===== config.mk =====
export PLATFORM = sky130hd
export DESIGN_NAME = bracket_frame_parser
export DESIGN_NICKNAME = d
export VERILOG_FILES = /design/src/rtl/core/bfp_pkg.sv /design/src/rtl/core/bfp_step.sv /design/src/rtl/core/bracket_frame_parser.sv
export SDC_FILE = /design/constraint.sdc
export NUM_CORES = 1
export LEC_CHECK = 0
export BUFFER_PORTS_ARGS = -buffer_cell sky130_fd_sc_hd__buf_2
export CELL_PAD_IN_SITES_DETAIL_PLACEMENT = 0
export CELL_PAD_IN_SITES_GLOBAL_PLACEMENT = 2
export CORE_ASPECT_RATIO = 1.1
export CORE_MARGIN = 2
export CORE_UTILIZATION = 38
export DETAILED_ROUTE_END_ITERATION = 10
export PLACE_DENSITY_LB_ADDON = 0.1
export SETUP_SLACK_MARGIN = 0.5
export SLEW_MARGIN = 25
export SYNTH_ARGS = -nofsm -noshare
export SYNTH_HDL_FRONTEND = slang
export SYNTH_SLANG_ARGS = --single-unit

===== constraint.sdc =====
create_clock -name clk_i -period 2.7 [get_ports clk_i]
set_input_delay 0.135 -clock clk_i [delete_from_list [all_inputs] [get_ports clk_i]]
set_output_delay 0.135 -clock clk_i [all_outputs]
set_load 0.02 [all_outputs]

===== src/rtl/core/bfp_pkg.sv =====
// ----------------------------------------------------------------------------
// bfp_pkg
// Shared types, codes and character constants for the bracket frame parser.
// ----------------------------------------------------------------------------
package bfp_pkg;

  localparam int unsigned UnitCharsDefault = 2;

  localparam int unsigned CharW  = 8;
  localparam int unsigned CountW = 7;
  localparam int unsigned StageW = 3;
  localparam int unsigned EventW = 2;

  // parser stage codes
  localparam logic [StageW-1:0] StWait = 3'd0;
  localparam logic [StageW-1:0] StCmd  = 3'd1;
  localparam logic [StageW-1:0] StLen  = 3'd2;
  localparam logic [StageW-1:0] StData = 3'd3;
  localparam logic [StageW-1:0] StEnd  = 3'd4;

  // event codes
  localparam logic [EventW-1:0] EvNone = 2'd0;
  localparam logic [EventW-1:0] EvData = 2'd1;
  localparam logic [EventW-1:0] EvDone = 2'd2;
  localparam logic [EventW-1:0] EvDrop = 2'd3;

  localparam logic [CharW-1:0] ChOpen  = 8'h5B; // '['
  localparam logic [CharW-1:0] ChClose = 8'h5D; // ']'
  localparam logic [CharW-1:0] ChUpA   = 8'h41; // 'A'
  localparam logic [CharW-1:0] ChUpZ   = 8'h5A; // 'Z'
  localparam logic [CharW-1:0] ChLoA   = 8'h61; // 'a'
  localparam logic [CharW-1:0] ChLoZ   = 8'h7A; // 'z'
  localparam logic [CharW-1:0] ChDig0  = 8'h30; // '0'
  localparam logic [CharW-1:0] ChDig1  = 8'h31; // '1'
  localparam logic [CharW-1:0] ChDig9  = 8'h39; // '9'

  typedef struct packed {
    logic [StageW-1:0] stage;
    logic [CountW-1:0] expected;
    logic [CountW-1:0] received;
    logic [CharW-1:0]  command;
  } parse_state_t;

  typedef struct packed {
    logic [EventW-1:0] event_res;
    logic [CharW-1:0]  data_byte;
    logic [CountW-1:0] data_index;
    logic [CharW-1:0]  command;
    logic [CountW-1:0] msg_length;
  } parse_result_t;

endpackage


===== src/rtl/core/bfp_step.sv =====
// ----------------------------------------------------------------------------
// bfp_step
// One parser step: classifies a character and computes next state and event.
// ----------------------------------------------------------------------------
module bfp_step import bfp_pkg::*; #(
  parameter int unsigned UnitChars = UnitCharsDefault
) (
  input  logic [CharW-1:0] char_i,
  input  parse_state_t     state_i,
  output parse_state_t     state_o,
  output parse_result_t    res_o
);

  logic              is_upper;
  logic              is_payload;
  logic              is_digit;
  logic [CountW-1:0] unit;
  logic [CountW-1:0] digit;
  logic [CountW-1:0] exp_len;
  logic [CountW-1:0] rcv_inc;

  assign is_upper   = (char_i >= ChUpA) && (char_i <= ChUpZ);
  assign is_digit   = (char_i >= ChDig0) && (char_i <= ChDig9);
  assign is_payload = is_upper || is_digit || ((char_i >= ChLoA) && (char_i <= ChLoZ));

  assign unit    = CountW'(UnitChars);
  assign digit   = CountW'(char_i - ChDig0);
  assign exp_len = CountW'(unit * digit);
  assign rcv_inc = CountW'(state_i.received + 1'b1);

  always_comb begin
    state_o          = state_i;
    res_o.event_res  = EvNone;
    res_o.data_byte  = '0;
    res_o.data_index = '0;
    res_o.msg_length = '0;

    case (state_i.stage)
      StCmd: begin
        if (is_upper) begin
          state_o.command  = char_i;
          state_o.received = '0;
          state_o.stage    = StLen;
        end else begin
          state_o.stage   = StWait;
          res_o.event_res = EvDrop;
        end
      end
      StLen: begin
        state_o.received = '0;
        if (char_i == ChDig0) begin
          state_o.expected = '0;
          state_o.stage    = StEnd;
        end else if ((char_i >= ChDig1) && (char_i <= ChDig9)) begin
          state_o.expected = exp_len;
          state_o.stage    = (exp_len == '0) ? StEnd : StData;
        end else if (char_i == ChOpen) begin
          state_o.stage   = StCmd;
          res_o.event_res = EvDrop;
        end else begin
          state_o.stage   = StWait;
          res_o.event_res = EvDrop;
        end
      end
      StData: begin
        if (is_payload) begin
          res_o.event_res  = EvData;
          res_o.data_byte  = char_i;
          res_o.data_index = state_i.received;
          state_o.received = rcv_inc;
          if (rcv_inc >= state_i.expected) begin
            state_o.stage = StEnd;
          end
        end else if (char_i == ChOpen) begin
          state_o.stage   = StCmd;
          res_o.event_res = EvDrop;
        end else begin
          state_o.stage   = StWait;
          res_o.event_res = EvDrop;
        end
      end
      StEnd: begin
        if (char_i == ChClose) begin
          res_o.event_res  = EvDone;
          res_o.msg_length = state_i.expected;
          state_o.stage    = StWait;
        end else if (char_i == ChOpen) begin
          state_o.stage   = StCmd;
          res_o.event_res = EvDrop;
        end else begin
          state_o.stage   = StWait;
          res_o.event_res = EvDrop;
        end
      end
      default: begin
        // wait stage; unused codes behave the same
        state_o.stage = StWait;
        if (char_i == ChOpen) begin
          state_o.received = '0;
          state_o.stage    = StCmd;
        end
      end
    endcase

    res_o.command = state_o.command;
  end

endmodule


===== src/rtl/core/bracket_frame_parser.sv =====
// ----------------------------------------------------------------------------
// bracket_frame_parser
// Character-serial recognizer for frames '[' CMD LEN DATA... ']'.
// ----------------------------------------------------------------------------
// Pipeline: the input register captures the character, then the step logic
//   writes the result register together with the state; out_valid_o rises
//   when the result register loads, which waits while the result slot is full.
// Throughput: 1 character per cycle while the consumer keeps up; the state
//   update loop through bfp_step sets this rate.
// Reset: asynchronous, active low; parser returns to the wait stage with
//   counts and command cleared, both pipeline registers empty.
module bracket_frame_parser import bfp_pkg::*; #(
  parameter int unsigned UnitChars = UnitCharsDefault
) (
  input  logic              clk_i,
  input  logic              rst_ni,

  input  logic              in_valid_i,
  output logic              in_ready_o,
  input  logic [CharW-1:0]  char_in_i,

  output logic              out_valid_o,
  input  logic              out_ready_i,
  output logic [EventW-1:0] event_res_o,
  output logic [CharW-1:0]  data_byte_o,
  output logic [CountW-1:0] data_index_o,
  output logic [CharW-1:0]  command_o,
  output logic [CountW-1:0] msg_length_o
);

  // input register
  logic             in_vld_q, in_vld_d;
  logic [CharW-1:0] char_q;

  // parser state, updated only when a character moves into the result slot
  parse_state_t  state_q, state_d;
  parse_result_t step_res;

  // result register
  logic          out_vld_q, out_vld_d;
  parse_result_t res_q;

  logic advance;

  // A character advances when the result slot is empty or is being drained
  // this cycle. The input slot refills in the same cycle, so back-to-back
  // transfers run at full rate while the consumer keeps up.
  assign advance    = in_vld_q && (!out_vld_q || out_ready_i);
  assign in_ready_o = !in_vld_q || advance;

  assign in_vld_d  = (in_valid_i && in_ready_o) ? 1'b1 : (advance ? 1'b0 : in_vld_q);
  assign out_vld_d = advance ? 1'b1 : ((out_vld_q && out_ready_i) ? 1'b0 : out_vld_q);

  bfp_step #(
    .UnitChars (UnitChars)
  ) u_step (
    .char_i  (char_q),
    .state_i (state_q),
    .state_o (state_d),
    .res_o   (step_res)
  );

  // control state
  always_ff @(posedge clk_i or negedge rst_ni) begin
    if (!rst_ni) begin
      in_vld_q  <= 1'b0;
      out_vld_q <= 1'b0;
      state_q   <= '{stage: StWait, expected: '0, received: '0, command: '0};
    end else begin
      in_vld_q  <= in_vld_d;
      out_vld_q <= out_vld_d;
      if (advance) begin
        state_q <= state_d;
      end
    end
  end

  // payload registers, no reset
  always_ff @(posedge clk_i) begin
    if (in_valid_i && in_ready_o) begin
      char_q <= char_in_i;
    end
    if (advance) begin
      res_q <= step_res;
    end
  end

  assign out_valid_o  = out_vld_q;
  assign event_res_o  = res_q.event_res;
  assign data_byte_o  = res_q.data_byte;
  assign data_index_o = res_q.data_index;
  assign command_o    = res_q.command;
  assign msg_length_o = res_q.msg_length;

  // --------------------------------------------------------------------------
  // Assertions
  // --------------------------------------------------------------------------

  // stage never leaves the defined codes
  a_stage_range: assert property (@(posedge clk_i) disable iff (!rst_ni)
    state_q.stage <= StEnd)
    else $error("parser stage out of range");

  // a held data result matches the received count it produced
  a_data_count: assert property (@(posedge clk_i) disable iff (!rst_ni)
    (out_vld_q && (res_q.event_res == EvData)) |->
      (state_q.received == CountW'(res_q.data_index + 1'b1)))
    else $error("data index does not match received count");

  // completion returns to wait and reports the expected length
  a_done_len: assert property (@(posedge clk_i) disable iff (!rst_ni)
    (out_vld_q && (res_q.event_res == EvDone)) |->
      ((state_q.stage == StWait) && (res_q.msg_length == state_q.expected)))
    else $error("completion inconsistent with parser state");

  // reported command always tracks the live command letter
  a_cmd_track: assert property (@(posedge clk_i) disable iff (!rst_ni)
    out_vld_q |-> (res_q.command == state_q.command))
    else $error("command output out of step with state");

  // a stalled input slot keeps its character
  a_in_hold: assert property (@(posedge clk_i) disable iff (!rst_ni)
    (in_vld_q && !advance) |=> (in_vld_q && $stable(char_q)))
    else $error("input slot lost a pending character");

endmodule


# After elaboration in Yosys (flattened, before gate mapping)
# Index checks and enable logic that the tools add are counted.
[word_totals]
register_bits = 67
inputBits = 12
output_inout_bits = 34
word_cells = 81
[classes]
add_sub_neg = 2
magnitude_cmp = 8
n_eq_ne = 10
muxes = 25
n_bitwise = 1
reduce_logical = 23
[ops]
columns = ["op", "n"]
rows = [
  ["$pmux 7 s4", 1],
  ["$mux 7", 3],
  ["$eq 8x7->1 const B", 2],
  ["$ge 8x6->1 const B", 2],
  ["$ge 8x7->1 const B", 2],
  ["$le 8x7->1 const B", 2],
  ["$mux 15", 1],
  ["$mux 3", 4],
  ["$pmux 3 s4", 1],
  ["$mux 10", 1],
  ["$mux 2", 5],
  ["$eq 8x6->1 const B", 1],
  ["$le 8x6->1 const B", 1],
  ["$mux 8", 1],
  ["$pmux 2 s4", 1],
  ["$add 7x1->7 const B", 1],
  ["$ge 7x7->1", 1],
  ["$logic_and 1x1->1", 7],
  ["$logic_not 7->1", 1],
  ["$mux 1", 7],
  ["$eq 3x2->1 const B", 2],
  ["$reduce_and 2->1", 3],
  ["$reduce_bool 2->1", 3],
  ["$sub 6x6->6 const B", 1],
  ["10 further kinds", 15],
]

# Depth between registers and ports, before layout
# Gate-level depths: netlist of run 1.
[logic_depth]
ltp_word = 6
depth_mapped = 9
ltp_nobuf = 9

# By module
# A second synthesis of run 1 with hierarchy kept.
[hier_totals]
cells_unflattened = 280
area_unflattened_um2 = 3549.7
[by_module_without_submodules]
columns = ["module", "n_inst", "cells_each", "area_each_um2", "seq_area_each_um2"]
rows = [
  ["bracket_frame_parser", 1, 101, 2307.2, 1876.8],
  ["bfp_step", 1, 179, 1242.4, 0.0],
]

# Least setup slack after synthesis of run 1
# Ideal clock, no wire load.
[synth_timing]
kind = "reg-to-reg"
from = "reg char_q[5]"
to = "reg state_q[8] (netlist bit)"
setup_time_ns = 0.125
arrival_ns = 2.385
t_required_ns = 2.575
slack_ns = 0.190
path_stages_with_launch = 8
n_path_buf = 0
synth_period_minus_slack_ns = 2.510
cell_sequence = "edfxtp_1 inv_1 ha_1 nand4_1 or3b_1 maj3_2 a311oi_4 mux2_4"
[synth_between]
elab_chain_cells = 6
elab_cells_between_ends = 16
classes_between = "6 x order compare; 3 x eq/ne; 7 x reduce/logical"
[synth_rtl]
columns = ["element", "line", "text"]
rows = [
  ["start: declaration", "bracket_frame_parser.sv:33", "logic [CharW-1:0] char_q;"],
  ["start signal: assignment", "bracket_frame_parser.sv:81", "char_q <= char_in_i;"],
  ["$ge 8x7->1, or another cell as far along", "bfp_step.sv:22", "assign is_upper = (char_i >= ChUpA) && (char_i <= ChUpZ);"],
  ["$logic_and 1x1->1 (on tied branches)", "bfp_step.sv:22, bfp_step.sv:23", ""],
  ["$logic_or 1x1->1 (2 in a row)", "bfp_step.sv:24", "assign is_payload = is_upper || is_digit || ((char_i >= ChLoA) && (char_i <= ChLoZ));"],
  ["$ne 2x1->1 (no source line)", "--", ""],
  ["$reduce_and 5->1 (no source line) *", "--", ""],
  ["end signal: assignment", "bracket_frame_parser.sv:68", "state_q <= '{stage: StWait, expected: '0, received: '0, command: '0};"],
  ["end signal: assignment", "bracket_frame_parser.sv:73", "state_q <= state_d;"],
  ["end: declaration", "bracket_frame_parser.sv:36", "parse_state_t state_q, state_d;"],
]
# Mark *: on every way between the ends. The rest lies on a longest branch, timed or not.
# A chain may end at the register's enable or synchronous reset.

# Worst setup path after layout of run 1
[layout_timing]
from = "reg char_q[7]"
to = "reg state_q[9] (netlist bit)"
# The elaborated chain is that of the path after synthesis.

==> flow_summary.ini, run 1 <==
[sta]
skew_ns = 0.01179
fmax_mhz = 425.1
finalHoldViolCount = 0
finalSetupViolCount = 0
worstMarginPinSlew_ns = 0.6552
finalCriticalPeriod_ns = 2.352
period_share_pct = 87.12
slew_viol_final = 0
rsz0062_at_grt = yes
setup_tns_ns = 0
finalWorstSetupSlack_ns = 0.3477
slew_headroom_pct = 56.32

[setup_path]
endpoint_kind = flip-flop
path_buf_inv = 1
path_class = flip-flop to flip-flop
cpMaxStageDelayCell = or3b_4
critical_path_required_ns = 2.93
path_cells = and2b_1 -> nand4_1 -> or3b_4 -> maj3_2 -> a311oi_4 -> buf_12 -> mux2_4
crit_family = simple AND/OR/NAND/NOR gates
path_max_fanout = 6
critPathLaunchType = flip-flop
cpPeakStageDelay_ns = 0.40
cp.arrival_ns = 2.58

[flow_run]
max-cap-violations = 0

[cts]
clock_latency_ns = 0.35
clockBufferDepth = 2
cts-root-buf = clkbuf_8
cts.clk_slew.worst_paths_ns = 0.08
tritoncts = yes
cts_buffers = 9
clkSinkCount = 65
h-tree-depth = 3

[logic_synthesis]
avgSynthCellArea_um2 = 12.64
synthDistinctLibCells = 56
ys_seq_area_share_pct = 58.33
synth-main-ff-cell = edfxtp_1
synth_edf_count = 39
synthCells = 247
yosysWarnings = 0
synth-seq-cells = 65
synthArstFlopShare_pct = 40.00
syn_area_um2 = 3123

[route]
drt_iter0_drc = 77
via_count = 2137
wl_met2_um = 3263
drt-met1-wl_um = 3163
vias_per_cell = 4.717
drt-pass1-iter-count = 4
routed.top_layer = met4
routed_wl_um = 6752
wl_per_cell_um = 14.91
ant_nets = 0
routed-wl-met3_um = 209
drc = 0

[global_route]
grt_pass1_wl_um = 10840
grt_pass1_vias = 2140
antenna_found_initial = 0
track_usage_pct = 15.82
grt-ovfl-total = 0
grt_max_degree = 32

[placement]
place_ws_ns = 0.2259
portBuffers = 44
gp_congestion = 0.7655
placed_cell_area_um2 = 3520
dp_hpwl_um = 4200

[pwr]
p_per_area_nw_per_um2 = 549.4
ir_worst_vdd_v = 0.0002734
power.leakage_nw = 1.862

[final_layout]
fin_area_um2 = 4239
fin_nets = 364
num-fill-cells = 714
syn2layout_area_growth_pct = 35.74
drive_gt1_share_pct = 45.51
n_antenna_cell = 0

[die]
die_width_um = 90.44
die-area_um2 = 8960
initial_core_util_pct = 39.26
core_area_um2 = 7955
ios = 46
rows = 34
die_h_um = 99.08

[min_path]
min_path_type = input pin to flip-flop

[outcome]
outcome = finished, final reports clean
==> metal layers <==
metal / up-vias / global-route usage, %
met5: - / 0
met4: 0 / 5.680
met3: 9 / 4.128
met2: 39 / 26.95
met1: 1030 / 19.51
li1: 1059 / -
==> Yosys cell counts (2+ instances only) <==
library cell  count  share of area (%)
edfxtp_1         39                 37
dfrtp_1          26                 21
and2_1           19                3.8
inv_1            15                1.8
nand2_1          15                1.8
ha_1             12                4.8
nand3_1          11                1.8
nor2_1           11                1.3
o21ai_0           8                1.3
nor3_1            7                1.1
mux2_1            6                2.2
a21oi_1           5               0.80
clkbuf_1          5               0.60
mux2_2            5                1.8
mux2_4            5                2.4
nand2b_1          5                1.0
and2b_2           3               0.84
xor2_1            3               0.84
a31o_2            2               0.56
a32oi_1           2               0.56
and2_2            2               0.48
buf_2             2               0.32
mux2i_1           2               0.64
nand4_1           2               0.40
o21ai_1           2               0.32
or3b_1            2               0.56
xnor2_1           2               0.56
==> flip-flops by register name, indices dropped and copies added, names as in the netlist <==
name,cells
msg_length_o,6
out_valid_o,1
command_o,8
char_q,8
event_res_o,2
data_byte_o,8
state_q,24
data_index_o,7
in_vld_q,1
==> cells in the final DEF, fill, tap and decap left out, types with 3 or more instances in the layout <==
cell type	n
a21oi_1	3
and2_1	19
and2b_2	3
buf_2	44
buf_4	31
buf_6	6
clkbuf_8	9
dfrtp_1	24
dlygate4sd3_1	10
edfxtp_1	39
ha_1	6
ha_4	4
inv_1	12
inv_2	3
mux2_2	4
mux2_4	11
nand2_1	14
nand2b_1	4
nand3_1	8
nand3_2	3
nor2_1	9
nor3_1	7
o21ai_0	6
xor2_1	3
==> worst paths after layout <==
path / endpoint / from / cells after the start / slack (ns)
max in group asynchronous: state_q[8]$_DFFE_PN0P_ / rst_ni / 2 / 1.88
worst max-delay path: state_q[9]$_DFFE_PN0P_ / char_q[7]$_DFFE_PP_ / 7 / 0.35
worst min register to register: state_q[6]$_DFFE_PN0P_ / state_q[6]$_DFFE_PN0P_ / 1 / 0.47
worst min-delay path: out_valid_o$_DFFE_PN0P_ / out_ready_i / 3 / 0.06
worst max register to register: state_q[9]$_DFFE_PN0P_ / char_q[7]$_DFFE_PP_ / 7 / 0.35
min in group asynchronous: state_q[5]$_DFFE_PN0P_ / rst_ni / 2 / 0.36
==> worst min-delay path, stage by stage <==
cell      delay (ns)
buf_2           0.08
or2b_2          0.10
nand2b_1        0.05
==> cell families (layout without fill, tap and decap cells) <==
family	Yosys count	in the layout	share of synthesized area (%)
AO/OA/AOI/OAI	29	29	7.373
XOR/XNOR	5	5	1.402
adder cells (fa/ha/maj)	13	13	5.168
buffers and inverters	27	124	4.287
flip-flops	65	65	58.33
multiplexers	18	18	7.011
other	1	2	0.1201
AND/OR/NAND/NOR	89	89	16.31
==> repair_timing <==
action / CTS / global route
setup buffers: 16 / 11
gates resized for setup: 12 / 39
pin swaps: 2 / 10
endpoints found under the setup margin: 38 / 40
hold endpoints to repair: 35 / 0
hold buffers: 10 / 0
==> report_power, final <==
| group | switching [mW] | internal [mW] | total [mW] |
|---|---|---|---|
| Sequential | 0.0282 | 1.11 | 1.14 |
| Clock | 0.417 | 0.528 | 0.944 |
| Combinational | 0.148 | 0.100 | 0.248 |
| Total | 0.593 | 1.74 | 2.33 |
==> area by class of cell <==
cell class / instances / area [um^2] / share of cell area (%)
clock buffers: 9 / 123.9 / 2.922
clock inverters: 7 / 101.3 / 2.391
inverters: 15 / 56.30 / 1.328
multi-input cells: 156 / 1343 / 31.67
flip-flops and latches: 65 / 1824 / 43.03
well taps: 108 / 135.1 / 3.188
repair buffers: 93 / 655.6 / 15.47
==> metrics by stage <==
| step | cells | hold WS (ns) | power [mW] | util (%) |
|---|---|---|---|---|
| finish | 453 | 0.05677 | 2.329 | 53.29 |
| global route | 453 | 0.04338 | 2.421 | 53.29 |
| CTS | 442 | 0.04803 | 2.318 | 50.30 |
| detailed placement | 400 | 0.2102 | 1.354 | 44.24 |
| global placement | 400 | 0.2065 | 1.353 | 44.24 |
| floorplan | 248 | -0.1606 | 1.281 | - |
(Power assumes the default switching activity.)
==> run 2: changes to the inputs <==
- RECOVER_POWER: unset -> 50
==> flow_summary.ini, run 2 (synthesized netlist as in run 1, its figures left out) <==
[setup_path]
critPathLaunchType = flip-flop
path_buf_inv = 1
cp.arrival_ns = 2.58
cpMaxStageDelayCell = or3b_4
critical_path_required_ns = 2.93
worstSetupStartpoint = char_q[7]$_DFFE_PP_
endpoint_kind = flip-flop
path_max_fanout = 6
rr_startpoint = char_q[7]$_DFFE_PP_
path_class = flip-flop to flip-flop
cpPeakStageDelay_ns = 0.40
path_cells = and2b_1 -> nand4_1 -> or3b_4 -> maj3_2 -> a311oi_4 -> buf_12 -> mux2_4
crit_family = simple AND/OR/NAND/NOR gates

[final_layout]
n_antenna_cell = 0
largest_register_ff_count = 24
final-instance-count-excl-fill = 453
fin_nets = 364
syn2layout_area_growth_pct = 34.29
largest_register = state_q
utilization_pct = 52.72
drive_gt1_share_pct = 35.65
final_cell_mix = edfxtp_1 (39), clkbuf_1 (34), buf_4 (30)
layout_commonest_cell = edfxtp_1

[sta]
worstMarginPinSlew_ns = 1.582
fmax_mhz = 425.3
finalCriticalPeriod_ns = 2.351
finalHoldViolCount = 0
rsz0062_at_grt = yes
slew_headroom_pct = -5.473
skew_ns = 0.01280
finalSetupViolCount = 0
setup_tns_ns = 0
period_share_pct = 87.09
slew_viol_final = 27

[cts]
cts_buffers = 9
h-tree-depth = 3
clkSinkCount = 65
clock_latency_ns = 0.35
cts.clk_slew.worst_paths_ns = 0.08
clockBufferDepth = 2
tritoncts = yes
cts-root-buf = clkbuf_8

[route]
routed_wl_um = 6756
drt_iter0_drc = 74
drt-pass1-iter-count = 4
ant_nets = 0
via_count = 2127
vias_per_cell = 4.695
drc = 0
wl_per_cell_um = 14.91

[placement]
place_inst = 400
portBuffers = 44
dp_hpwl_um = 4200
gp_congestion = 0.7655

[outcome]
violations = capacitance limit, slew limit
outcome = finished, violations left

[die]
die_width_um = 90.44
core_area_um2 = 7955
ios = 46
die_h_um = 99.08
die-area_um2 = 8960
initial_core_util_pct = 39.26
rows = 34

[global_route]
grt-ovfl-total = 0
grt_pass1_vias = 2140
grt_pass1_wl_um = 10840
track_usage_pct = 15.82
grt_max_degree = 32
antenna_found_initial = 0

[pwr]
ir_worst_vdd_v = 0.0002720
power.leakage_nw = 1.757
p_per_area_nw_per_um2 = 552.9
power_mw = 2.319

[flow_run]
max-cap-violations = 1

[min_path]
min_path_type = input pin to flip-flop
hp-start = out_ready_i
## run 2: cell types whose count changed in the layout (fill, tap and decap cells not counted)
| cell | before | now |
|---|---|---|
| clkbuf_1 | 0 | 34 |
| buf_4 | 31 | 30 |
| buf_2 | 44 | 10 |
| clkbuf_2 | 0 | 1 |
| and2_1 | 19 | 18 |
| and2_0 | 0 | 1 |
## run 2: what timing repair did
action                                 4_1_cts  5_1_grt
pin swaps                                    2       10
setup endpoints to repair                   38       40
endpoints found under the hold margin       35        0
gates resized for setup                     12       39
hold buffers                                10        0
setup buffers                               16       11
## run 2: per-stage QoR
stage	hold slack, ns	area (um^2)	worst slack, ns
floorplan	-0.1606	3139	0.3247
global placement	0.2065	3520	0.2396
detailed placement	0.2102	3520	0.2259
CTS	0.04803	4001	0.3507
global route	0.04338	4194	0.2472
finish	0.05747	4194	0.3486
## run 2: where the power goes
part | internal (mW) | leakage, nW | switching, mW
clock network | 0.528 | 0.106 | 0.414
registers | 1.11 | 0.704 | 0.0293
logic | 0.0902 | 0.947 | 0.148
total | 1.73 | 1.76 | 0.592
## run 2: tightest hold or removal path, cell delays in order
cell and delay (ns):
buf_2 0.08, or2b_2 0.10, nand2b_1 0.05
## run 2: final cells by class
| cell class | instances | area [um^2] |
|---|---|---|
| fill | 732 | 3761 |
| sequential | 65 | 1824 |
| multi-input combinational | 156 | 1343 |
| timing repair buffer | 93 | 610.6 |
| tap | 108 | 135.1 |
| clock buffer | 9 | 123.9 |
| clock inverter | 7 | 101.3 |
| inverter | 15 | 56.30 |
## run 2: final timing paths
kind	end	slack, ns	depth (start not counted)
worst max-delay path	state_q[9]$_DFFE_PN0P_	0.35	7
worst min-delay path	out_valid_o$_DFFE_PN0P_	0.06	3
worst max register to register	state_q[9]$_DFFE_PN0P_	0.35	7
worst min register to register	state_q[6]$_DFFE_PN0P_	0.47	1
max in group asynchronous	state_q[8]$_DFFE_PN0P_	0.94	2
min in group asynchronous	state_q[2]$_DFFE_PN0P_	0.72	2
## run 2: routing by layer
layer	wire length, um	global-route usage (%)	part of all wire (%)
met1	3123	19.51	46
met2	3270	26.95	48
met3	266	4.128	3.9
met4	95	5.680	1.4
met5	0	0	0
==> run 3: changes to the inputs <==
- CORE_UTILIZATION: 38 -> 39
- SYNTH_HIERARCHICAL: unset -> 1
==> flow_summary.ini, run 3 <==
[outcome]
outcome = finished, violations left
violations = capacitance limit, slew limit

[final_layout]
layout_commonest_cell = edfxtp_1
final_cell_mix = edfxtp_1 (40), clkbuf_1 (35), buf_4 (34)
utilization_pct = 52.98
seq_area_um2 = 1878
largest_register_ff_count = 25
n_antenna_cell = 0
drive_gt1_share_pct = 38.20
syn2layout_area_growth_pct = 32.43
num-fill-cells = 783
multi_input_area_um2 = 1742
fin_area_um2 = 4701
fin_nets = 397
largest_register = state_q

[cts]
tritoncts = yes
cts.clk_slew.worst_paths_ns = 0.08
clock_latency_ns = 0.35
cts-root-buf = clkbuf_8
clockBufferDepth = 2
cts_buffers = 9
clkSinkCount = 67
h-tree-depth = 3

[placement]
gp_congestion = 0.7760
placed_cell_area_um2 = 3919
place_ws_ns = 0.1921
dp_hpwl_um = 4972
portBuffers = 45

[route]
drc = 0
drt_iter0_drc = 86
routed_wl_um = 8171
ant_nets = 0
drt-pass1-iter-count = 4
via_count = 2477
vias_per_cell = 5.045
wl_per_cell_um = 16.64

[logic_synthesis]
syn_area_um2 = 3550
yosysTopAreaCell = edfxtp_1
synthDistinctLibCells = 52
synth_common_cells = edfxtp_1 (40), dfrtp_1 (27), mux2_4 (19)
synth-main-ff-cell = edfxtp_1
synth_nets = 305
avgSynthCellArea_um2 = 12.68
synthTopCellsByArea = edfxtp_1 (34%), dfrtp_1 (19%), mux2_4 (8.0%)
ys_seq_area_share_pct = 52.87
synth_edf_count = 40
yosysMostFrequentCell = edfxtp_1
synthCells = 280
synth-seq-cells = 67
yosysWarnings = 6
synth_top_area_share_pct = 33.84
synthArstFlopShare_pct = 40.30

[setup_path]
path_cells = ha_1 -> o211a_1 -> o2bb2ai_4 -> a211oi_4 -> nand2_2 -> ha_1 -> a22o_1 -> mux2_4
path_buf_inv = 0
cpMaxStageDelayCell = edfxtp_1
cp.arrival_ns = 2.57
path_max_fanout = 5
path_common_cell = ha_1
critPathLaunchType = flip-flop
critical_path_required_ns = 2.93
crit_family = compound AO/OA/AOI/OAI gates
path_class = flip-flop to flip-flop
cpPeakStageDelay_ns = 0.45
endpoint_kind = flip-flop

[sta]
skew_ns = 0.01381
finalCriticalPeriod_ns = 2.334
slew_headroom_pct = -15.07
rsz0062_at_grt = yes
fmax_mhz = 428.5
slew_viol_final = 28
period_share_pct = 86.43
finalHoldViolCount = 0
finalSetupViolCount = 0
finalWorstSetupSlack_ns = 0.3664
setup_tns_ns = 0
worstMarginPinSlew_ns = 1.726

[min_path]
min_path_type = input pin to flip-flop

[pwr]
p_per_area_nw_per_um2 = 489.4
power_mw = 2.301
ir_worst_vdd_v = 0.0001989
power.leakage_nw = 2.014

[die]
initial_core_util_pct = 40.00
ios = 46
core_area_um2 = 8874
rows = 36
die_width_um = 94.96
die-area_um2 = 9882
die_h_um = 104.1

[global_route]
grt_pass1_wl_um = 12430
grt_max_degree = 28
track_usage_pct = 16.63
antenna_found_initial = 0
grt-ovfl-total = 0
grt_pass1_vias = 2387

[flow_run]
max-cap-violations = 1
run 3: cell count changes after synthesis, moves of 4 or more:
cell,delta
a22o_1,+9
nand2_1,-8
a21oi_1,+6
nand2b_1,+4
buf_4,+11
mux2_4,+14
run 3: repair_timing:
action | 4_1_cts | 5_1_grt
setup buffers | 24 | 12
hold buffers | 10 | 0
endpoints found under the setup margin | 39 | 44
pin swaps | 15 | 15
gates resized for setup | 16 | 33
endpoints found under the hold margin | 36 | 0
cloned | 1 | 1
run 3: area by class of cell:
class,instances,share of cell area [%]
clock buffer,9,2.635
clock inverter,7,1.757
inverter,12,0.9582
multi-input combinational,182,37.05
sequential,67,39.95
tap,114,3.034
timing repair buffer,100,14.61
run 3: power breakdown:
part | internal [mW] | total (mW) | switching, mW | leakage (nW)
Sequential | 1.14 | 1.16 | 0.0206 | 0.767
Clock | 0.442 | 0.881 | 0.439 | 0.0988
Combinational | 0.103 | 0.263 | 0.160 | 1.15
Total | 1.68 | 2.30 | 0.620 | 2.01
run 3: final timing paths:
kind	from	end	slack, ns	depth (start not counted)
min in group asynchronous	rst_ni	state_q[23]$_DFFE_PN0P_	0.79	2
setup / recovery	char_q[4]$_DFFE_PP_	state_q[8]$_DFFE_PN0P_	0.37	8
hold reg to reg	state_q[7]$_DFFE_PN0P_	state_q[7]$_DFFE_PN0P_	0.50	1
hold / removal	out_ready_i	out_valid_o$_DFFE_PN0P_	0.06	3
max in group asynchronous	rst_ni	state_q[12]$_DFFE_PN0P_	0.80	2
setup reg to reg	char_q[4]$_DFFE_PP_	state_q[8]$_DFFE_PN0P_	0.37	8
run 3: logic make-up after synthesis:
logic type	synth area share, %
compound gates	9.552
xor+xnor	1.480
fa+ha+maj	4.864
buf+inv	5.428
flops	52.87
mux	11.21
other cells	0.1056
simple gates	14.49
run 3: layer usage:
layer | up-vias | wire length (um) | global-route usage (%)
li1 | 1198 | - | -
met1 | 1191 | 3764 | 23.00
met2 | 79 | 3905 | 25.63
met3 | 9 | 411 | 4.130
met4 | 0 | 90 | 5.176
met5 | - | 0 | 0
run 3: stage by stage:
step / cells / hold WS [ns]
final: 491 / 0.06316
after global routing: 491 / 0.06557
after CTS: 478 / 0.06541
after detailed placement: 427 / 0.2277
after global placement: 427 / 0.2267
after floorplan: 280 / -0.1606
run 3: worst min-delay path, cell delays in order:
cell,delay [ns]
buf_2,0.08
nand2b_2,0.11
nand2b_1,0.05
